<file path="config.mk">
export PLATFORM = sky130hd
export DESIGN_NAME = gbc_round_cell
export DESIGN_NICKNAME = d
export VERILOG_FILES = /design/src/rtl/core/gbc_pkg.sv /design/src/rtl/core/gbc_round_cell.sv
export SDC_FILE = /design/constraint.sdc
export NUM_CORES = 1
export LEC_CHECK = 0
export ABC_AREA = 1
export BUFFER_PORTS_ARGS = -buffer_cell sky130_fd_sc_hd__buf_2
export CAP_MARGIN = 15
export CORE_AREA = 10 10 143 145
export DETAILED_ROUTE_END_ITERATION = 7
export DIE_AREA = 0 0 153 155
export GPL_TIMING_DRIVEN = 1
export MAX_ROUTING_LAYER = met4
export PLACE_DENSITY = 0.63
export SETUP_SLACK_MARGIN = 0.3
export SLEW_MARGIN = 15
export SYNTH_ARGS = -nofsm -noshare
export SYNTH_HDL_FRONTEND = slang
export SYNTH_SLANG_ARGS = --single-unit
</file>
<file path="constraint.sdc">
create_clock -name i_clk -period 2.73 [get_ports i_clk]
set_input_delay 0.1365 -clock i_clk [delete_from_list [all_inputs] [get_ports i_clk]]
set_output_delay 0.1365 -clock i_clk [all_outputs]
set_load 0.01 [all_outputs]
</file>
<file path="src/rtl/core/gbc_pkg.sv">
// Shared types, S-box table and round function for the GOST block cipher.
package gbc_pkg;

    localparam int ROUNDS    = 32;
    localparam int KEY_WORDS = 8;
    localparam int CFG_IDX_W = 4;
    localparam int ROT       = 11;

    typedef logic [31:0] t_word;
    typedef logic [KEY_WORDS-1:0][31:0] t_key_array;

    typedef struct packed {
        logic  mode;
        t_word a;
        t_word b;
    } t_stage;

    localparam logic [7:0] SBOX_ROWS [64] = '{
        8'hC7, 8'hE0, 8'h0A, 8'h25, 8'hF2, 8'hD4, 8'h4B, 8'h73,
        8'h68, 8'h9E, 8'h89, 8'h3C, 8'h11, 8'h56, 8'hAF, 8'hBD,
        8'hA9, 8'hEA, 8'h14, 8'h07, 8'h41, 8'hC5, 8'h56, 8'h7D,
        8'h20, 8'h82, 8'h6F, 8'h9E, 8'hB3, 8'hFC, 8'hD8, 8'h3B,
        8'h2A, 8'h43, 8'h0F, 8'hFE, 8'h90, 8'hE6, 8'h85, 8'h68,
        8'hA1, 8'h1C, 8'h3D, 8'hDB, 8'hC7, 8'h79, 8'hB2, 8'h54,
        8'h10, 8'h78, 8'h5D, 8'h45, 8'hF3, 8'h3E, 8'h07, 8'h29,
        8'hEF, 8'h8B, 8'hDC, 8'h64, 8'hCA, 8'hB1, 8'hA6, 8'h92
    };

    function automatic t_word substitute(input t_word x);
        t_word      r;
        logic [7:0] lo_e;
        logic [7:0] hi_e;
        r = '0;
        for (int j = 0; j < 4; j++) begin
            lo_e = SBOX_ROWS[{j[1:0], x[8*j +: 4]}];
            hi_e = SBOX_ROWS[{j[1:0], x[8*j+4 +: 4]}];
            r[8*j +: 8] = {hi_e[7:4], lo_e[3:0]};
        end
        return r;
    endfunction

    function automatic t_word round_fn(input t_word half, input t_word k);
        t_word s;
        s = substitute(half + k);
        return {s[31-ROT:0], s[31:32-ROT]};
    endfunction

endpackage

</file>
<file path="src/rtl/core/gbc_round_cell.sv">
// One Feistel round cell of the cipher pipeline.
module gbc_round_cell import gbc_pkg::*; #(
    parameter int ROUND = 0
) (
    input  logic       i_clk,
    input  logic       i_rst_n,
    input  logic       i_valid,
    input  t_stage     i_stage,
    input  t_key_array i_keys,
    output logic       o_valid,
    output t_stage     o_stage
);

    localparam int POS     = ROUND % 8;
    localparam int KEY_ENC = (ROUND < 24) ? POS : 7 - POS;
    localparam int KEY_DEC = (ROUND < 8)  ? POS : 7 - POS;

    logic   r_valid;
    t_stage r_stage;
    t_stage n_stage;
    t_word  key;

    assign key = i_stage.mode ? i_keys[KEY_DEC] : i_keys[KEY_ENC];

    always_comb begin
        n_stage.mode = i_stage.mode;
        n_stage.a    = round_fn(i_stage.a, key) ^ i_stage.b;
        n_stage.b    = i_stage.a;
    end

    always_ff @(posedge i_clk) begin
        if (!i_rst_n) begin
            r_valid <= 1'b0;
        end else begin
            r_valid <= i_valid;
        end
    end

    always_ff @(posedge i_clk) begin
        r_stage <= n_stage;
    end

    assign o_valid = r_valid;
    assign o_stage = r_stage;

endmodule

</file>
# Word-level counts from Yosys, hierarchy flattened
# Memories as Yosys holds them, arrays and structs flattened.
# Cells that the tools add are included.
[classes] bitwise=9 n_addsub=1 n_lt_le_gt_ge=8 muxes=16
[ops] operator="8-bit 2-to-1 mux" count=8
[ops] operator="7-bit >= comparator, second input constant" count=8
[ops] operator="32-bit adder" count=1
[ops] operator="4-bit 2-to-1 mux" count=8
[ops] operator="32-bit XOR" count=1
[ops] operator="6-bit inverter with 7-bit output" count=4
[ops] operator="4-bit inverter with 7-bit output" count=2
[ops] operator="5-bit inverter with 7-bit output" count=2
[word_totals] regBits=66 memories=8 output_inout_bits=66 word_cells=46 input_bits=324 romBits=4096
[mem_list] memory="(name not given)" depth=64 word_bits=8 rd=1 rd_clocked_by_memory_dff=0 write_ports=0 line="gbc_pkg.sv:36" rtl="hi_e = SBOX_ROWS[{j[1:0], x[8*j+4 +: 4]}];"
[mem_list] memory="(name not given)" depth=64 word_bits=8 rd=1 rd_clocked_by_memory_dff=0 write_ports=0 line="gbc_pkg.sv:35" rtl="lo_e = SBOX_ROWS[{j[1:0], x[8*j +: 4]}];"
[mem_list] memory="(name not given)" depth=64 word_bits=8 rd=1 rd_clocked_by_memory_dff=0 write_ports=0 line="gbc_pkg.sv:36"
[mem_list] memory="(name not given)" depth=64 word_bits=8 rd=1 rd_clocked_by_memory_dff=0 write_ports=0 line="gbc_pkg.sv:35"
[mem_list] memory="(name not given)" depth=64 word_bits=8 rd=1 rd_clocked_by_memory_dff=0 write_ports=0 line="gbc_pkg.sv:36"
[mem_list] memory="(name not given)" depth=64 word_bits=8 rd=1 rd_clocked_by_memory_dff=0 write_ports=0 line="gbc_pkg.sv:35"
[mem_list] memory="+2 memories"

# Longest topological paths before layout
# Gate-level depths: netlist (run 1).
[depth] depth_word=6 ltp_mapped=22 ltp_nobuf=22

# Worst setup path before layout (run 1)
# OpenSTA, ideal clock, no wires.
[synth_path] kind="input to register" startpoint="input port i_stage[32] (netlist name)" endpoint="register r_stage (netlist bit o_stage[57])" setup_time_ns=0.117 t_arrival_ns=2.288 setup_slack_ns=0.325 t_required_ns=2.613 cell_stages=17 path_buffers=0 path_cell_list="ha_1 > inv_1 > fa_1 > inv_1 > nand3_1 > nand2_1 > nand2_1 > nand2_1 > nand2_1 > nand2_1 > xor2_1 > inv_1 > ha_1 > nand2_1 > nand3_1 > nand2_1 > xor2_1"
[synth_rtl] item="from (decl)" line="gbc_round_cell.sv:8" rtl="input t_stage i_stage,"
[synth_rtl] item="to (signal assigned)" line="gbc_round_cell.sv:40" rtl="r_stage <= n_stage;"
[synth_rtl] item="to (decl)" line="gbc_round_cell.sv:19" rtl="t_stage r_stage;"

==> key figures, run 1 <==
Status
  – Status: complete, no violations

Floorplanning
  – Die Area: between 20000 and 25000 µm²
  – Die H: roughly 160 µm
  – Die Wd: 153 µm
  – IO Pins: 390
  – Initial Utilization: between 30% and 40%
  – Core ar.: approximately 18000 µm²
  – Core Rows: 49

Worst setup path
  – CP Data Arrival Time: around 2500 ps
  – Startpoint class of the critical path: input port
  – Slowest CP cell: dlygate4sd3_1
  – WP buf/inv: 3
  – Crit end category: register
  – Crit path largest cell delay: approximately 530 ps
  – Crit-path most repeated cell: nand2_1
  – Worst-path fanout max: 6
  – Critical path class: input port to register
  – Worst Path Required: roughly 3000 ps
  – CP startpoint: i_stage[60]
  – CP top delay family: simple AND/OR/NAND/NOR gates
  – CP cell instances: dlygate4sd3_1 > buf_2 > ha_4 > nand2_1 > nor2_2 > nand2_1 > nor2_1 > nand2_1 > nand2_1 > nand2_1 > nand2_2 > ha_1 > inv_1 > nand2_1 > nand3_1 > nand2_1 > nand2_1 > nand2_1

Cells and area
  – Layout cells sized above 1: a little over a fifth
  – Area Growth Syn to Fin: 39.4%
  – Nets: about 1.5k
  – Final instance area: 7600 µm²

Synthesis
  – Seq/Total Area, Yosys: about 24%
  – Synth Warn #: 0
  – Top cells by area, synth: dfxtp_1 (24%), nand2_1 (24%), ha_1 (15%)
  – Area share of the largest cell type after synthesis: 24.2%
  – Mapped Area: ~5500 µm²
  – Area leader, netlist: dfxtp_1
  – Netlist cell types: 35
  – Cells after Synth: between 800 and 900
  – Yosys reg bits: 66
  – Syn Area/Cell: roughly 6.3 µm²
  – Syn Nets: 1259

Drt
  – Vias/cell: between 4 and 5
  – DR pass1 iterations: 4
  – Final WL: between 15000 and 20000 µm
  – Wire per inst: ~14 µm
  – Vias: around 5.9k
  – DRC: 0
  – Final ANT Viol Nets: 0
  – 1st-iter DRT viols: 243

Clock tree
  – Root Driver: clkbuf_16
  – Clk buf depth: 2
  – # clock sinks: 66
  – H-tree depth: 3
  – TritonCTS clock tree: built
  – Clock transition at the registers of the reported paths: roughly 60 ps
  – CTS buffer count: 9

STA
  – Actual slew at the worst max-slew pin: approximately 450 ps
  – Slew HR: 69.8%
  – Final hold viol count: 0
  – Final Critical Period: 2240 ps
  – Final Setup Violations: 0
  – Slew Limit Fails: 0
  – Crit share post-route: between 80% and 90%
  – Fmax achieved: roughly 0.45 GHz
  – RSZ-0062 raised after global routing: yes
  – Setup TNS: 0 ps

Power
  – Power density over cell area: slightly below 600 nW/µm²
  – Comb power frac: roughly 45%
  – VDD IR max: about 0.32 mV
  – Clk pwr share: about 28%
  – Sequential Power Share: a little over a quarter
  – Leakage power: 0.00433 µW
  – Sw Pwr: ~1700 µW
  – Sw Share: 38.2%
  – Int Pwr: about 2800 µW

Global routing
  – Initial antenna violation count: 1
  – Grt ovf: 0
  – Largest net degree at the start of global routing: 12
  – Total track usage: 15.7%
  – First-pass GRT wire length: around 30000 µm
  – Vias in the first global route: 5843

Min path
  – Hold crit path type: input port to register
  – Hold Crit Start: i_stage[9]

Place
  – HPWL after detailed placement: around 16000 µm
  – Placer Congestion: approximately 0.9
  – Placement Cell Area: 6670 µm²
  – Number of port buffers: ~170

Run
  – Max Cap Violations: 0
## power by group through the flow
stage          Clock (µW)  Combinational, µW  Sequential [µW]
6_report             1280               2010             1220
3_3_place_gp            0               1920             1230
4_1_cts              1310               2000             1220
3_5_place_dp            0               1930             1230
2_1_floorplan           0               1130             1350
5_1_grt              1350               2310             1230
## worst min-delay path, stage by stage
cell and delay, ps:
buf_2 90, nand2_1 50, nand2_1 50
## metrics by stage
stage	setup slack (ps)	power (µW)	hold slack (ps)	util (%)	instances
CTS	316	4530	6.52	42.5	1343
detailed placement	33.0	3160	242	37.8	1275
global placement	50.8	3150	240	37.8	1275
floorplan	325	2480	164	-	867
finish	486	4500	6.64	43.0	1345
global route	230	4900	22.4	43.0	1345
## metal layers
metal / vias up / global-route usage (%) / routed length, µm
met4: 0 / 3.72 / 185
li1: 3187 / - / -
met5: - / - / 0
met1: 2541 / 20.6 / 9550
met2: 162 / 21.2 / 7000
met3: 14 / 7.53 / 1910
## kinds of logic (layout without fill, tap and decap cells)
family / after synthesis / count (layout) / synth area share [%]
XOR/XNOR: 37 / 37 / 6.22
flip-flops: 66 / 66 / 24.2
buffers and inverters: 133 / 381 / 9.16
adder cells (fa/ha/maj): 68 / 68 / 15.7
AND/OR/NAND/NOR: 503 / 503 / 38.4
AO/OA/AOI/OAI: 60 / 60 / 6.20
other: 0 / 1 / 0
## state kept, by name (all words and copies together), names as in the netlist
| name | count |
|---|---|
| o_stage | 65 |
| o_valid | 1 |
## placed cells by master (no fill, tap or decap), types with 4 or more instances in the layout
cell type        n
nand3b_1        10
nand2_1        337
xnor2_1         17
nand2_2         18
xor2_2           5
ha_1            65
o211ai_1         5
nand3_1         72
clkbuf_16        9
nor2_2           5
dfxtp_1         66
dlygate4sd3_1   52
a21oi_2          4
buf_4           15
buf_2          165
xor2_1          15
nor2_1          49
inv_1          132
o21ai_0         19
a21oi_1         19
## worst paths after layout
| path | cells after the start | to |
|---|---|---|
| setup / recovery | 18 | o_stage[40]$_DFF_P_ |
| hold / removal | 3 | o_stage[41]$_DFF_P_ |
## cell type report
cell class / count / area (µm²)
fillers: 1882 / 10100
multi-input cells: 668 / 3710
repair buffers: 232 / 1460
diodes: 1 / 2.50
well taps: 229 / 287
inverters: 133 / 499
clock buffers: 11 / 243
flip-flops and latches: 66 / 1320
clock inverters: 5 / 77.6
## repair_timing
item | 4_1_cts | 5_1_grt
hold buffers | 52 | 0
endpoints found under the setup margin | 0 | 19
gates resized for setup | 0 | 21
endpoints found under the hold margin | 51 | 0
setup buffers | 0 | 1
## Yosys cell counts, drive strengths merged
cell type,number
o22ai,1
dfxtp,66
ha,67
nand4,2
o21a,1
inv,133
o211ai,5
o21ai,21
a21o,1
nor3,2
nor2,54
xor2,20
o31ai,1
o21bai,3
fa,1
a21boi,3
nand2,356
and2,1
a31oi,1
nand3b,10
and3,1
a21oi,23
nand3,74
or2,3
xnor2,17
No activity file was read; power rests on OpenSTA's default activity.
==> inputs of run 2 (changes only) <==
--- a/config.mk
+++ b/config.mk
@@ -5,15 +5,15 @@
 export SDC_FILE = /design/constraint.sdc
 export NUM_CORES = 1
 export LEC_CHECK = 0
-export ABC_AREA = 1
+export ABC_AREA = 0
 export BUFFER_PORTS_ARGS = -buffer_cell sky130_fd_sc_hd__buf_2
 export CAP_MARGIN = 15
-export CORE_AREA = 10 10 143 145
+export CORE_AREA = 10 10 142 144
 export DETAILED_ROUTE_END_ITERATION = 7
-export DIE_AREA = 0 0 153 155
+export DIE_AREA = 0 0 152 154
 export GPL_TIMING_DRIVEN = 1
 export MAX_ROUTING_LAYER = met4
-export PLACE_DENSITY = 0.63
+export PLACE_DENSITY = 0.62
 export SETUP_SLACK_MARGIN = 0.3
 export SLEW_MARGIN = 15
 export SYNTH_ARGS = -nofsm -noshare
==> constraint.sdc (replaced) <==
create_clock -name i_clk -period 1.8 [get_ports i_clk]
set_input_delay 0.09 -clock i_clk [delete_from_list [all_inputs] [get_ports i_clk]]
set_output_delay 0.09 -clock i_clk [all_outputs]
set_load 0.01 [all_outputs]
==> key figures, run 2 <==
Global routing
  – Largest net degree at the start of global routing: 11
  – Initial antenna violation count: 3
  – Grt ovf: 0
  – First-pass GRT wire length: between 20000 and 30000 µm
  – Total track usage: 15.9%
  – Vias in the first global route: roughly 5.8k

STA
  – Slew HR: a little under 70%
  – Slew Limit Fails: 0
  – Actual slew at the worst max-slew pin: 479 ps
  – Final Critical Period: ~2400 ps
  – Setup TNS: -12450 ps
  – RSZ-0062 raised after global routing: yes
  – Final Setup Violations: 28
  – Crit share post-route: 134%
  – Final hold viol count: 0
  – Setup ws final: -620 ps
  – Fmax achieved: approximately 0.41 GHz

Power
  – Sequential Power Share: between 20 and 25%
  – Sw Share: 35.6%
  – Clk pwr share: between 20% and 30%
  – Total power: between 8000 and 9000 µW
  – VDD IR max: a little over 0.6 mV
  – Int Pwr: 5600 µW
  – Sw Pwr: ~3100 µW
  – Power density over cell area: approximately 910 nW/µm²
  – Comb power frac: 56.0%
  – Leakage power: 0.00430 µW

Floorplanning
  – Core Rows: 48
  – Die Wd: around 150 µm
  – Initial Utilization: around 28%
  – Die H: 154 µm
  – Die Area: about 23000 µm²
  – IO Pins: 390
  – Core ar.: between 15000 and 20000 µm²

Synthesis
  – Asr flop ratio synth: 0%
  – Cells after Synth: about 520
  – Syn Area/Cell: 9.28 µm²
  – Synth Warn #: 0
  – Ys flop type: dfxtp_1
  – Netlist cell types: 70
  – Most instantiated cells after synthesis: ha_1 (67), dfxtp_1 (66), a21oi_1 (40), inv_1 (32)
  – Area share of the largest cell type after synthesis: 27.3%
  – Mapped Area: slightly below 5000 µm²
  – Area leader, netlist: dfxtp_1
  – Yosys reg bits: 66
  – Seq/Total Area, Yosys: between 20% and 30%
  – Top cells by area, synth: dfxtp_1 (27%), ha_1 (17%), xnor2_1 (5.6%)
  – Number of synthesized flops with an enable pin: 0
  – Top-count cell post-synth: ha_1
  – Syn Nets: between 900 and 1k

Drt
  – DR pass1 iterations: 4
  – Vias: ~5.4k
  – Final ANT Viol Nets: 0
  – Final WL: 18700 µm
  – 1st-iter DRT viols: 180
  – DRC: 0
  – Vias/cell: 4.61
  – Wire per inst: approximately 16 µm

Clock tree
  – TritonCTS clock tree: built
  – H-tree depth: 3
  – Root Driver: clkbuf_16
  – CTS buffer count: 9
  – # clock sinks: 66
  – Clk buf depth: 2
  – Clock transition at the registers of the reported paths: about 60 ps

Cells and area
  – Final instance area: approximately 9600 µm²
  – Area Growth Syn to Fin: 97.9%
  – Layout cells sized above 1: 56.5%
  – Final Non-Filler Cells: around 1.2k
  – Most frequent cells in the layout: buf_2 (151), buf_4 (151), dlygate4sd3_1 (67)
  – Largest register FFs: 65
  – Nets: roughly 1.3k
  – Util after Layout: a little under three fifths

Place
  – Placed Instances: just over 1k
  – Placement Cell Area: around 7500 µm²
  – Placer Congestion: roughly 0.83
  – HPWL after detailed placement: 14100 µm
  – Number of port buffers: roughly 170

Run
  – Max Cap Violations: 0

Worst setup path
  – WP buf/inv: 4
  – CP top delay family: compound AO/OA/AOI/OAI gates
  – Slowest CP cell: a221oi_4
  – Crit end category: register
  – Crit path largest cell delay: about 330 ps
  – Worst Path Required: 2070 ps
  – Worst-path fanout max: 4
  – CP cell instances: buf_6 > ha_4 > a21o_1 > a211o_1 > a31o_2 > a211o_1 > a221oi_4 > xnor2_2 > inv_2 > buf_4 > ha_4 > inv_1 > mux2i_1 > mux2i_1 > xnor2_1
  – Critical path class: input port to register
  – CP Data Arrival Time: roughly 2700 ps
  – Startpoint class of the critical path: input port

Status
  – Failing checks: setup timing
  – Status: finished, violations left

Min path
  – Hold crit path type: input port to register
[run 2: changes by cell type in the layout (fill, tap and decap cells not counted), moves of 13 or more]
cell,delta
nand2_1,-311
mux2i_1,+13
buf_6,+37
ha_4,+33
dlygate4sd3_1,+15
ha_1,-43
buf_2,-14
nor2_1,-30
nand3_1,-62
buf_4,+136
inv_1,-114
nand2_2,-15
a21oi_2,+13
[run 2: stage by stage]
stage                     hold WS, ps  worst slack (ps)
final                             385              -620
after global routing              393              -728
after CTS                         346              -610
after detailed placement          209             -1010
after global placement            192              -985
after floorplan                   118              -891
[run 2: cells by family (layout without fill, tap and decap cells)]
group                    after synthesis  after routing  share of synthesized area (%)
AO/OA/AOI/OAI                        143            143                           20.8
AND/OR/NAND/NOR                      120            120                           13.0
adder cells (fa/ha/maj)               68             68                           17.7
flip-flops                            66             66                           27.3
XOR/XNOR                              60             60                           11.0
buffers and inverters                 42            457                           3.31
multiplexers                          23             23                           6.85
other                                  0              3                              0
[run 2: layout make-up]
class	instances	area, µm²
clock buffers	12	236
fillers	1491	7590
flip-flops and latches	66	1320
well taps	225	282
inverters	32	130
multi-input cells	414	4500
diodes	3	7.51
clock inverters	3	65.1
repair buffers	410	3040
[run 2: repair_timing]
item	CTS	global route
setup endpoints to repair	32	32
gates resized for setup	146	27
setup buffers	30	12
pin swaps	76	39
hold buffers	67	0
hold endpoints to repair	66	0
[run 2: path summary, 6_finish.rpt]
path	slack, ps	cells past startpoint	start	to
worst max-delay path	-620	15	i_stage[53]	o_stage[41]$_DFF_P_
worst min-delay path	380	2	i_stage[38]	o_stage[6]$_DFF_P_
[run 2: layer usage]
layer  track usage (%)  part of all wire [%]  vias to the layer above
met2              25.5                    47                      153
met1              18.1                    43                     2491
met4              4.13                   1.3                        0
met3              6.67                   9.0                       15
met5                 -                     0                        -
li1                  -                     -                     2717
[run 2: power by group through the flow]
stage	sequential, µW	combinational (µW)	clock [µW]
2_1_floorplan	2180	2090	0
3_3_place_gp	1970	3860	0
5_1_grt	1980	5300	1970
6_report	1950	4870	1880
4_1_cts	1950	4660	1930
3_5_place_dp	1970	3910	0
