`src/rtl/core/gbc_pkg.sv`:
```
// Shared types, S-box table and round function for the GOST block cipher.
package gbc_pkg;

    localparam int ROUNDS    = 32;
    localparam int KEY_WORDS = 8;
    localparam int CFG_IDX_W = 4;
    localparam int ROT       = 11;

    typedef logic [31:0] t_word;
    typedef logic [KEY_WORDS-1:0][31:0] t_key_array;

    typedef struct packed {
        logic  mode;
        t_word a;
        t_word b;
    } t_stage;

    localparam logic [7:0] SBOX_ROWS [64] = '{
        8'hC7, 8'hE0, 8'h0A, 8'h25, 8'hF2, 8'hD4, 8'h4B, 8'h73,
        8'h68, 8'h9E, 8'h89, 8'h3C, 8'h11, 8'h56, 8'hAF, 8'hBD,
        8'hA9, 8'hEA, 8'h14, 8'h07, 8'h41, 8'hC5, 8'h56, 8'h7D,
        8'h20, 8'h82, 8'h6F, 8'h9E, 8'hB3, 8'hFC, 8'hD8, 8'h3B,
        8'h2A, 8'h43, 8'h0F, 8'hFE, 8'h90, 8'hE6, 8'h85, 8'h68,
        8'hA1, 8'h1C, 8'h3D, 8'hDB, 8'hC7, 8'h79, 8'hB2, 8'h54,
        8'h10, 8'h78, 8'h5D, 8'h45, 8'hF3, 8'h3E, 8'h07, 8'h29,
        8'hEF, 8'h8B, 8'hDC, 8'h64, 8'hCA, 8'hB1, 8'hA6, 8'h92
    };

    function automatic t_word substitute(input t_word x);
        t_word      r;
        logic [7:0] lo_e;
        logic [7:0] hi_e;
        r = '0;
        for (int j = 0; j < 4; j++) begin
            lo_e = SBOX_ROWS[{j[1:0], x[8*j +: 4]}];
            hi_e = SBOX_ROWS[{j[1:0], x[8*j+4 +: 4]}];
            r[8*j +: 8] = {hi_e[7:4], lo_e[3:0]};
        end
        return r;
    endfunction

    function automatic t_word round_fn(input t_word half, input t_word k);
        t_word s;
        s = substitute(half + k);
        return {s[31-ROT:0], s[31:32-ROT]};
    endfunction

endpackage

```
`src/rtl/core/gbc_key_file.sv`:
```
// Key word registers written through the configuration channel.
module gbc_key_file import gbc_pkg::*; (
    input  logic                 i_clk,
    input  logic                 i_rst_n,
    input  logic                 i_cfg_valid,
    output logic                 o_cfg_ready,
    input  logic [CFG_IDX_W-1:0] i_cfg_index,
    input  logic [31:0]          i_cfg_data,
    output t_key_array           o_keys
);

    t_key_array r_keys;

    assign o_cfg_ready = 1'b1;
    assign o_keys      = r_keys;

    always_ff @(posedge i_clk) begin
        if (!i_rst_n) begin
            r_keys <= '0;
        end else if (i_cfg_valid && i_cfg_index < CFG_IDX_W'(KEY_WORDS)) begin
            r_keys[i_cfg_index[2:0]] <= i_cfg_data;
        end
    end

endmodule

```
`config.mk`:
```
export PLATFORM = sky130hd
export DESIGN_NAME = gbc_key_file
export DESIGN_NICKNAME = d
export VERILOG_FILES = /design/src/rtl/core/gbc_pkg.sv /design/src/rtl/core/gbc_key_file.sv
export SDC_FILE = /design/constraint.sdc
export NUM_CORES = 1
export LEC_CHECK = 0
export BUFFER_PORTS_ARGS = -buffer_cell sky130_fd_sc_hd__buf_2
export CAP_MARGIN = 0
export CORE_ASPECT_RATIO = 0.9
export CORE_MARGIN = 4
export CORE_UTILIZATION = 46
export DETAILED_ROUTE_END_ITERATION = 8
export GPL_TIMING_DRIVEN = 0
export PLACE_DENSITY = 0.76
export SLEW_MARGIN = 20
export SYNTH_ARGS = -nofsm -noshare
export SYNTH_HDL_FRONTEND = slang
export SYNTH_SLANG_ARGS = --single-unit
```
`constraint.sdc`:
```
create_clock -name i_clk -period 1.28 [get_ports i_clk]
set_clock_uncertainty 0.05 [all_clocks]
set_input_delay 0.256 -clock i_clk [delete_from_list [all_inputs] [get_ports i_clk]]
set_output_delay 0.256 -clock i_clk [all_outputs]
set_load 0.05 [all_outputs]
```
* Yosys cells after proc, flatten, opt, wreduce, memory -nomap -nowiden
Index checks and enable logic that the tools add are counted.
** Word-level totals
- Output and inout port bits :: 257
- Bits of input ports :: 39
- Register bits :: 256
- Word-level logic and storage cells :: 16
** Cells by class
- $lt $le $gt $ge :: 3
- Reduce and logical (&&, ||, !) cells :: 2
- Multiplexer cells :: 3
** Operators by type and width (count)
- bitwise mux 256 bit :: 1
- demux 32 bit (select 3 bit) :: 1
- two-way mux 32 bit :: 1
- < comparator 3 x 4 -> 1 bit (second input constant) :: 1
- < comparator 4 bit (second input constant) :: 1
- >= comparator 3 x 1 -> 1 bit (second input constant) :: 1
- logical AND 1 bit :: 2

* Logic depth before layout (Yosys ltp)
Gate-level depths: netlist of run 1.
- Depth after elaboration :: 5
- Depth in mapped cells :: 5

* Worst setup path before layout of run 1
OpenSTA, ideal clock, no wires.
- Path kind :: input to register
- Start point :: input i_cfg_index[3]
- End point :: register r_keys (netlist bit o_keys[129])
- Required time :: 1.104 ns
- Library setup time :: 0.126 ns
- Arrival :: 1.103 ns
- Buffers on the path :: 2
- Path slack :: 0.001 ns
- Stages on the path :: 5
- Cell sequence :: nand3b_4 -> or3_1 -> buf_6 -> buf_6 -> mux2i_1
** On the way
- Longest elaborated chain between the ends :: 2
** RTL lines
- start, declared :: line gbc_key_file.sv:7 : input logic [CFG_IDX_W-1:0] i_cfg_index,
- < comparator 4 bit :: line gbc_key_file.sv:20 : end else if (i_cfg_valid && i_cfg_index < CFG_IDX_W'(KEY_WORDS)) begin
- logical AND 1 bit :: line gbc_key_file.sv:20
- end signal, assigned by index :: line gbc_key_file.sv:21 : r_keys[i_cfg_index[2:0]] <= i_cfg_data;
- end, declared :: line gbc_key_file.sv:12 : t_key_array r_keys;
Every way passes these cells.
A chain may end at the register's enable or synchronous reset.

==> flow_metrics.env, run 1 <==
export IMPL_p_per_area_mw_per_mm2=1130
export IMPL_syn_cell_area_mm2=0.00923
export IMPL_finalWorstSetupSlack_ns=-0.0935
export IMPL_period_share_pct=107
export IMPL_synthCells=876
export IMPL_initial_core_util_pct=47.4
export IMPL_rsz0062_at_grt="yes"
export IMPL_gr_usage_met3_pct=7.57
export IMPL_grt_busiest_layer="met2"
export IMPL_fin_crit_ns=1.37
export IMPL_power_mw=17.6
export IMPL_wl_per_cell_um=23.9
export IMPL_worst_setup_path_type="in -> reg"
export IMPL_h_tree_depth=1
export IMPL_grt_pass1_vias=8689
export IMPL_die_height_um=142
export IMPL_finalWirelength_mm=37.4
export IMPL_p_leak_nw=7.21
export IMPL_outcome="complete, but fails checks"
export IMPL_final_cell_mix="290 x nand2_1, 256 x mux2i_1, 253 x buf_8"
export IMPL_cts_sinks=256
export IMPL_nets=1335
export IMPL_cpMostUsedCell="buf_2"
export IMPL_seq_area_frac_synth_pct=55.5
export IMPL_synth_cell_type_count=16
export IMPL_final_layout_size_suffix_gt1_share_pct=56.5
export IMPL_num_vias=8459
export IMPL_coreArea_mm2=0.0195
export IMPL_final_cells=1564
export IMPL_dp_cells=1419
export IMPL_io_buffer_count=293
export IMPL_crit_family="buffers and inverters"
export IMPL_failed_checks="negative setup slack"
export IMPL_drc_errors=0
export IMPL_syn_area_per_cell_um2=10.5
export IMPL_use_met1_pct=33.0
export IMPL_hold_viol=0
export IMPL_endpoint_kind="flip-flop"
export IMPL_die_x_um=157
export IMPL_dpl_hpwl_mm=20.3
export IMPL_cts_path_max_buffers=3
export IMPL_max_slew_margin_rel_pct=58.4
export IMPL_syn_nets=915
export IMPL_firstDrtPassIters=4
export IMPL_insertion_delay_ns=0.51
export IMPL_ir_drop_mv=0.948
export IMPL_arrival_ns=1.72
export IMPL_max_cap_viol_count=0
export IMPL_startpoint_type="input pin"
export IMPL_areaGrowthSynthToFinish_pct=68.3
export IMPL_ys_warn_count=0
export IMPL_hold_buffers=0
export IMPL_met2_usage_pct=51.6
export IMPL_clockRootBuffer="clkbuf_16"
export IMPL_largest_reg_flops=256
export IMPL_ys_ff_latch=256
export IMPL_grt_start_max_net_pins=15
export IMPL_slowest_stage="clkbuf_2"
export IMPL_cts_buffers=25
export IMPL_cp_num_buf_inv=3
export IMPL_via_per_inst=5.41
export IMPL_hold_class="in -> reg"
export IMPL_worstPathRequired_ns=1.63
export IMPL_clk_pin_slew_worst_paths_ns=0.08
export IMPL_die_area_mm2=0.0224
export IMPL_ant_nets=0
export IMPL_gp_congestion=0.866
export IMPL_hold_worst_slack_ns=0.174
export IMPL_worst_pin_slew_ns=0.623
export IMPL_antenna_found_initial=1
export IMPL_max_freq_ghz=0.728
export IMPL_crit_chain="buf_2 > buf_2 > clkbuf_2 > nand2_1 > mux2i_1"
export IMPL_grt_overflow_total=0
export IMPL_final_common_cell="nand2_1"
export IMPL_slowest_delay_ns=0.36
export IMPL_grt_util_all_layers_pct=29.2
export IMPL_row_count=48
export IMPL_cp_max_fo=10
export IMPL_cts_tree="done"
export IMPL_finalMaxSlewViolations=0
export IMPL_ios=296
export IMPL_setup_violations=260
export IMPL_drt_iter0_drc=471
export IMPL_grt_pass1_wl_mm=50.9
## cells by family after synthesis
| group | share of synthesized area, % |
|---|---|
| buffers and inverters | 3.97 |
| flip-flops | 55.5 |
| multiplexers | 27.8 |
| other | 0.0406 |
| AND/OR/NAND/NOR | 12.7 |
## worst reg2reg max path, stage by stage (launching register included)
cell     delay, ns
dfxtp_2       0.35
buf_4         0.11
nand2_1       0.10
mux2i_1       0.32
## layer usage
layer  wire, um  part of all wire (%)
met1      13500                    36
met2      19200                    51
met4       1800                   4.8
met5          0                     0
met3       3010                   8.0
## power breakdown
part           leakage (nW)  switching, mW  total (mW)  internal [mW]
registers              2.20          0.104        8.18           8.07
logic                  4.59          0.976        1.50          0.524
clock network         0.421           3.25        7.88           4.63
## path summary, 6_finish.rpt
| check | start | endpoint | slack (ns) | cells after the start |
|---|---|---|---|---|
| hold reg to reg | o_keys[193] | o_keys[193] | 0.42 | 2 |
| hold / removal | i_cfg_data[11] | o_keys[171] | 0.17 | 3 |
| setup / recovery | i_rst_n | o_keys[72] | -0.09 | 5 |
| setup reg to reg | o_keys[72] | o_keys[72] | 0.24 | 3 |
## synth_stat cells
master,number,share of area (%)
nand2_1,290,12
dfxtp_1,256,56
mux2i_1,256,28
clkbuf_1,22,0.89
buf_4,17,1.4
buf_2,11,0.60
buf_6,7,0.85
buf_1,6,0.24
nand3b_1,2,0.16
nor2_1,2,0.081
nor3b_1,2,0.16
and3_1,1,0.068
conb_1,1,0.041
nand3b_4,1,0.22
nor3b_2,1,0.14
or3_1,1,0.068
## cell type report
| class | instances | area, um2 |
|---|---|---|
| multi-input combinational | 557 | 3740 |
| sequential | 256 | 5460 |
| clock buffer | 32 | 692 |
| clock inverter | 12 | 169 |
| buffer | 63 | 385 |
| timing repair buffer | 393 | 4770 |
| antenna | 1 | 2.50 |
| tap | 250 | 313 |
| fill | 984 | 3930 |
## through the flow
stage / utilization [%] / setup WS (ns) / setup TNS [ns] / area [um2]
6_report: 79.8 / -0.0935 / -12.30 / 15500
5_1_grt: 79.8 / -0.154 / -17.90 / 15500
4_1_cts: 76.5 / -0.0746 / -12.96 / 14900
3_5_place_dp: 56.6 / -0.557 / -103.82 / 11000
3_3_place_gp: 56.6 / -0.524 / -98.18 / 11000
2_1_floorplan: - / 0.00128 / 0 / 9230
## timing repair
| action | 4_1_cts | 5_1_grt |
|---|---|---|
| setup endpoints to repair | 259 | 366 |
| gates resized for setup | 985 | 67 |
| buffers inserted | 39 | 61 |
| gates cloned | 0 | 0 |
No activity file was read; power rests on OpenSTA's default activity.
==> run 2: changes to the inputs <==
--- a/config.mk
+++ b/config.mk
@@ -12,7 +12,7 @@
 export CORE_UTILIZATION = 46
 export DETAILED_ROUTE_END_ITERATION = 8
 export GPL_TIMING_DRIVEN = 0
-export PLACE_DENSITY = 0.76
+export PLACE_DENSITY = 0.81
 export SLEW_MARGIN = 20
 export SYNTH_ARGS = -nofsm -noshare
 export SYNTH_HDL_FRONTEND = slang
==> run 2 against run 1 <==
  * The flow still finishes with violations (negative setup slack)
  * Power fell by 1.7%
  * Combinational power barely moved
  * Utilization shrank 0.26 points
  * Sequential share of layout area grew 0.098 points
  * Flip-flop and latch count is the same
  * Critical path type unchanged
  * Critical endpoint is now o_keys[68]
==> flow_metrics.env, run 2 (synthesis results as in run 1) <==
export IMPL_rsz0062_at_grt="yes"
export IMPL_fin_crit_ns=1.39
export IMPL_final_cell_mix="290 x nand2_1, 256 x mux2i_1, 253 x buf_8"
export IMPL_nets=1333
export IMPL_final_layout_size_suffix_gt1_share_pct=55.9
export IMPL_die_area_mm2=0.0224
export IMPL_worstPathRequired_ns=1.65
export IMPL_ir_drop_mv=1.02
export IMPL_cts_buffers=25
export IMPL_place_area_mm2=0.0110
export IMPL_num_vias=8548
export IMPL_endpoint_kind="flip-flop"
export IMPL_via_per_inst=5.47
export IMPL_regToRegSetupSlack_ns=0.22
export IMPL_initial_core_util_pct=47.4
export IMPL_p_per_area_mw_per_mm2=1120
export IMPL_grt_pass1_wl_mm=52.6
export IMPL_slowest_stage="buf_1"
export IMPL_p_leak_nw=7.17
export IMPL_grt_pass1_vias=8870
export IMPL_worst_pin_slew_ns=0.637
export IMPL_finalWirelength_mm=37.9
export IMPL_fin_area_mm2=0.0155
export IMPL_hold_worst_slack_ns=0.158
export IMPL_cts_path_max_buffers=3
export IMPL_io_buffer_count=293
export IMPL_die_x_um=157
export IMPL_drt_iter0_drc=519
export IMPL_failed_checks="negative setup slack"
export IMPL_crit_family="buffers and inverters"
export IMPL_max_freq_ghz=0.719
export IMPL_wl_per_cell_um=24.2
export IMPL_antenna_found_initial=2
export IMPL_outcome="complete, but fails checks"
export IMPL_clockRootBuffer="clkbuf_16"
export IMPL_ios=296
export IMPL_gp_congestion=0.820
export IMPL_row_count=48
export IMPL_h_tree_depth=1
export IMPL_grt_start_max_net_pins=16
export IMPL_die_height_um=142
export IMPL_cpMostUsedCell="buf_2"
export IMPL_worst_setup_path_type="in -> reg"
export IMPL_slowest_delay_ns=0.53
export IMPL_max_cap_viol_count=0
export IMPL_coreArea_mm2=0.0195
export IMPL_cp_num_buf_inv=3
export IMPL_cp_max_fo=10
export IMPL_finalWorstSetupSlack_ns=-0.111
export IMPL_grt_overflow_total=0
export IMPL_firstDrtPassIters=7
export IMPL_largest_reg_flops=256
export IMPL_ant_nets=0
export IMPL_crit_chain="buf_2 > buf_2 > buf_1 > nand2_1 > mux2i_1"
export IMPL_clk_pin_slew_worst_paths_ns=0.07
export IMPL_grt_util_all_layers_pct=30.3
export IMPL_insertion_delay_ns=0.51
export IMPL_final_common_cell="nand2_1"
export IMPL_finalMaxSlewViolations=0
export IMPL_cts_sinks=256
export IMPL_hold_buffers=0
export IMPL_arrival_ns=1.76
export IMPL_areaGrowthSynthToFinish_pct=67.7
export IMPL_hold_class="in -> reg"
export IMPL_setup_violations=287
export IMPL_max_slew_margin_rel_pct=57.5
export IMPL_cts_tree="done"
export IMPL_startpoint_type="input pin"
export IMPL_period_share_pct=109
export IMPL_drc_errors=0
export IMPL_dpl_hpwl_mm=20.1
export IMPL_hold_viol=0
==> run 2: per-stage QoR <==
step                worst slack (ns)  utilization (%)  total power, mW  std cells  setup TNS (ns)
CTS                          -0.0608             76.1             17.0       1496          -10.17
finish                        -0.111             79.6             17.3       1564          -10.69
floorplan                    0.00128                -             9.08        876               0
global route                  -0.184             79.6             17.7       1564          -21.45
global placement              -0.522             56.6             9.46       1419          -92.52
detailed placement            -0.531             56.6             9.48       1419          -99.70
==> run 2: report_power, final <==
| part | leakage, nW | switching (mW) | internal (mW) |
|---|---|---|---|
| registers | 2.20 | 0.106 | 8.07 |
| logic | 4.56 | 0.982 | 0.520 |
| clock network | 0.407 | 3.22 | 4.36 |
| total | 7.17 | 4.31 | 13.0 |
==> run 2: repair_timing <==
| item | CTS | global route |
|---|---|---|
| pin swaps | 0 | 0 |
| setup buffers | 32 | 66 |
| gates resized for setup | 985 | 58 |
| endpoints found under the setup margin | 257 | 375 |
| gates cloned | 0 | 0 |
==> run 2: final timing paths <==
kind | endpoint | depth (start not counted) | startpoint
worst min register to register | o_keys[224] | 2 | o_keys[224]
worst min-delay path | o_keys[224] | 4 | i_cfg_index[1]
worst max register to register | o_keys[196] | 4 | o_keys[196]
worst max-delay path | o_keys[68] | 5 | i_rst_n
==> run 2: area by class of cell <==
class	count	area, um2
fill	991	3980
antenna	2	5.00
sequential	256	5460
clock inverter	8	100
clock buffer	37	731
tap	250	313
multi-input combinational	557	3740
timing repair buffer	391	4750
buffer	63	378
==> run 2: worst register-to-register path, cell delays in order, from the launching register on <==
cell     delay [ns]
dfxtp_2        0.38
buf_4          0.12
buf_4          0.09
nand2_1        0.04
mux2i_1        0.26
==> run 2: metal layers <==
layer	part of all wire (%)	track usage, %	up-vias	routed length (um)
met5	0	0	-	0
met4	5.1	12.9	0	1930
met3	8.5	8.48	130	3230
met2	50	53.6	481	19100
met1	36	34.3	4217	13700
li1	-	-	3720	-
==> run 3: changes to the inputs <==
--- a/config.mk
+++ b/config.mk
@@ -7,12 +7,14 @@
 export LEC_CHECK = 0
 export BUFFER_PORTS_ARGS = -buffer_cell sky130_fd_sc_hd__buf_2
 export CAP_MARGIN = 0
+export CELL_PAD_IN_SITES_DETAIL_PLACEMENT = 1
+export CELL_PAD_IN_SITES_GLOBAL_PLACEMENT = 2
 export CORE_ASPECT_RATIO = 0.9
 export CORE_MARGIN = 4
-export CORE_UTILIZATION = 46
+export CORE_UTILIZATION = 33
 export DETAILED_ROUTE_END_ITERATION = 8
 export GPL_TIMING_DRIVEN = 0
-export PLACE_DENSITY = 0.81
+export PLACE_DENSITY = 0.89
 export SLEW_MARGIN = 20
 export SYNTH_ARGS = -nofsm -noshare
 export SYNTH_HDL_FRONTEND = slang
==> constraint.sdc (replaced) <==
create_clock -name i_clk -period 1.65 [get_ports i_clk]
set_clock_uncertainty 0.05 [all_clocks]
set_input_delay 0.33 -clock i_clk [delete_from_list [all_inputs] [get_ports i_clk]]
set_output_delay 0.33 -clock i_clk [all_outputs]
set_load 0.05 [all_outputs]
==> run 3 against run 2 <==
  * The run now ends clean
  * Combinational power is 38% lower
  * Sequential power is 23% lower
  * Critical path depth is 4 lower
  * Power is 23% lower
  * Global-route usage is 10 points lower
  * Clock power is 20% lower
  * Cell count is 0.45% higher
  * Non-clock buffer count is 98 lower
  * Cell area is 22% lower
  * Flip-flop and latch count stayed put
  * Die area is 37% higher
  * Critical path type is now reg -> out
  * Critical endpoint is now o_keys[188]
  * Largest cell class unchanged
==> flow_metrics.env, run 3 (synthesis results as in run 1) <==
export IMPL_largest_reg_flops=256
export IMPL_slowest_stage="dfxtp_1"
export IMPL_ant_nets=0
export IMPL_cts_repair_resized=0
export IMPL_nets=1238
export IMPL_cts_buffers=28
export IMPL_endpoint_kind="output pin"
export IMPL_coreArea_mm2=0.0272
export IMPL_utilization_pct=44.1
export IMPL_slowest_delay_ns=0.36
export IMPL_max_slew_margin_rel_pct=53.0
export IMPL_period_share_pct=94.7
export IMPL_grt_pass1_vias=7820
export IMPL_p_per_area_mw_per_mm2=1100
export IMPL_cts_path_max_buffers=3
export IMPL_final_cell_mix="304 x buf_2, 290 x nand2_1, 256 x mux2i_1, 256 x dfxtp_1"
export IMPL_crit_family="flip-flops"
export IMPL_wl_per_cell_um=20.2
export IMPL_finalMaxSlewViolations=0
export IMPL_p_leak_nw=6.08
export IMPL_arrival_ns=1.18
export IMPL_max_cap_viol_count=0
export IMPL_hold_buffers=0
export IMPL_regArea_mm2=0.00512
export IMPL_ir_drop_mv=0.658
export IMPL_grt_util_all_layers_pct=20.1
export IMPL_finalWirelength_mm=31.7
export IMPL_worstPathRequired_ns=1.27
export IMPL_dpl_hpwl_mm=23.5
export IMPL_row_count=57
export IMPL_crit_chain="buf_2"
export IMPL_outcome="complete, no violations"
export IMPL_setup_violations=0
export IMPL_setup_tns_ns=0
export IMPL_cts_tree="done"
export IMPL_io_buffer_count=293
export IMPL_die_area_mm2=0.0307
export IMPL_areaGrowthSynthToFinish_pct=30.2
export IMPL_antenna_found_initial=0
export IMPL_initial_core_util_pct=33.9
export IMPL_drt_iter0_drc=230
export IMPL_cts_setup_buffers=0
export IMPL_hold_viol=0
export IMPL_cts_sinks=256
export IMPL_grt_overflow_total=0
export IMPL_die_height_um=167
export IMPL_firstDrtPassIters=4
export IMPL_cp_num_buf_inv=1
export IMPL_grt_pass1_wl_mm=48.3
export IMPL_ios=296
export IMPL_multiInputGateArea_mm2=0.00374
export IMPL_startpoint_type="flip-flop"
export IMPL_h_tree_depth=1
export IMPL_clk_pin_slew_worst_paths_ns=0.06
export IMPL_insertion_delay_ns=0.52
export IMPL_grt_start_max_net_pins=14
export IMPL_worst_pin_slew_ns=0.705
export IMPL_num_vias=7361
export IMPL_gp_congestion=0.758
export IMPL_cp_max_fo=2
export IMPL_worst_setup_path_type="reg -> out"
export IMPL_final_layout_size_suffix_gt1_share_pct=30.5
export IMPL_final_common_cell="buf_2"
export IMPL_fin_crit_ns=1.56
export IMPL_die_x_um=184
export IMPL_num_fill_cells=3182
export IMPL_diodes=0
export IMPL_clockRootBuffer="clkbuf_16"
export IMPL_rsz0062_at_grt="no"
export IMPL_via_per_inst=4.69
export IMPL_drc_errors=0
export IMPL_hold_class="in -> reg"
export IMPL_max_freq_ghz=0.640
run 3: final cells by class:
class,instances,area share (%)
Clock buffer,40,6.72
Sequential cell,256,42.6
Buffer,63,3.05
Clock inverter,8,0.594
Timing Repair Buffer,293,12.2
Tap cell,354,3.69
Multi-Input combinational cell,557,31.1
run 3: stage by stage:
| stage | hold slack [ns] | cell area, um2 | setup slack, ns | power, mW | std cells |
|---|---|---|---|---|---|
| 2_1_floorplan | 0.559 | 9230 | 0.297 | 7.05 | 876 |
| 3_3_place_gp | 0.389 | 11100 | -0.337 | 7.37 | 1523 |
| 3_5_place_dp | 0.395 | 11100 | -0.330 | 7.38 | 1523 |
| 4_1_cts | 0.213 | 12000 | 0.0536 | 13.4 | 1571 |
| 5_1_grt | 0.247 | 12000 | 0.0236 | 13.8 | 1571 |
| 6_report | 0.233 | 12000 | 0.0878 | 13.3 | 1571 |
run 3: final timing paths:
kind                            cells after the start          end  slack (ns)           start
worst min-delay path                                3   o_keys[63]        0.23  i_cfg_data[31]
worst min register to register                      2  o_keys[225]        0.40     o_keys[225]
worst max-delay path                                1  o_keys[188]        0.09     o_keys[188]
worst max register to register                      2  o_keys[116]        0.91     o_keys[116]
run 3: per-layer routing:
metal,up-vias,track usage [%],share of wire [%]
li1,3520,-,-
met1,3568,25.8,44
met2,225,33.2,46
met3,48,5.85,7.3
met4,0,5.24,2.8
met5,-,0,0
run 3: tightest hold or removal path, stage by stage:
cell and delay, ns:
buf_2 0.08, nand2_1 0.18, mux2i_1 0.18
run 3: power by group:
part	internal [mW]	switching, mW
clock network	3.53	2.51
registers	6.26	0.0428
logic	0.212	0.715
total	10.0	3.27
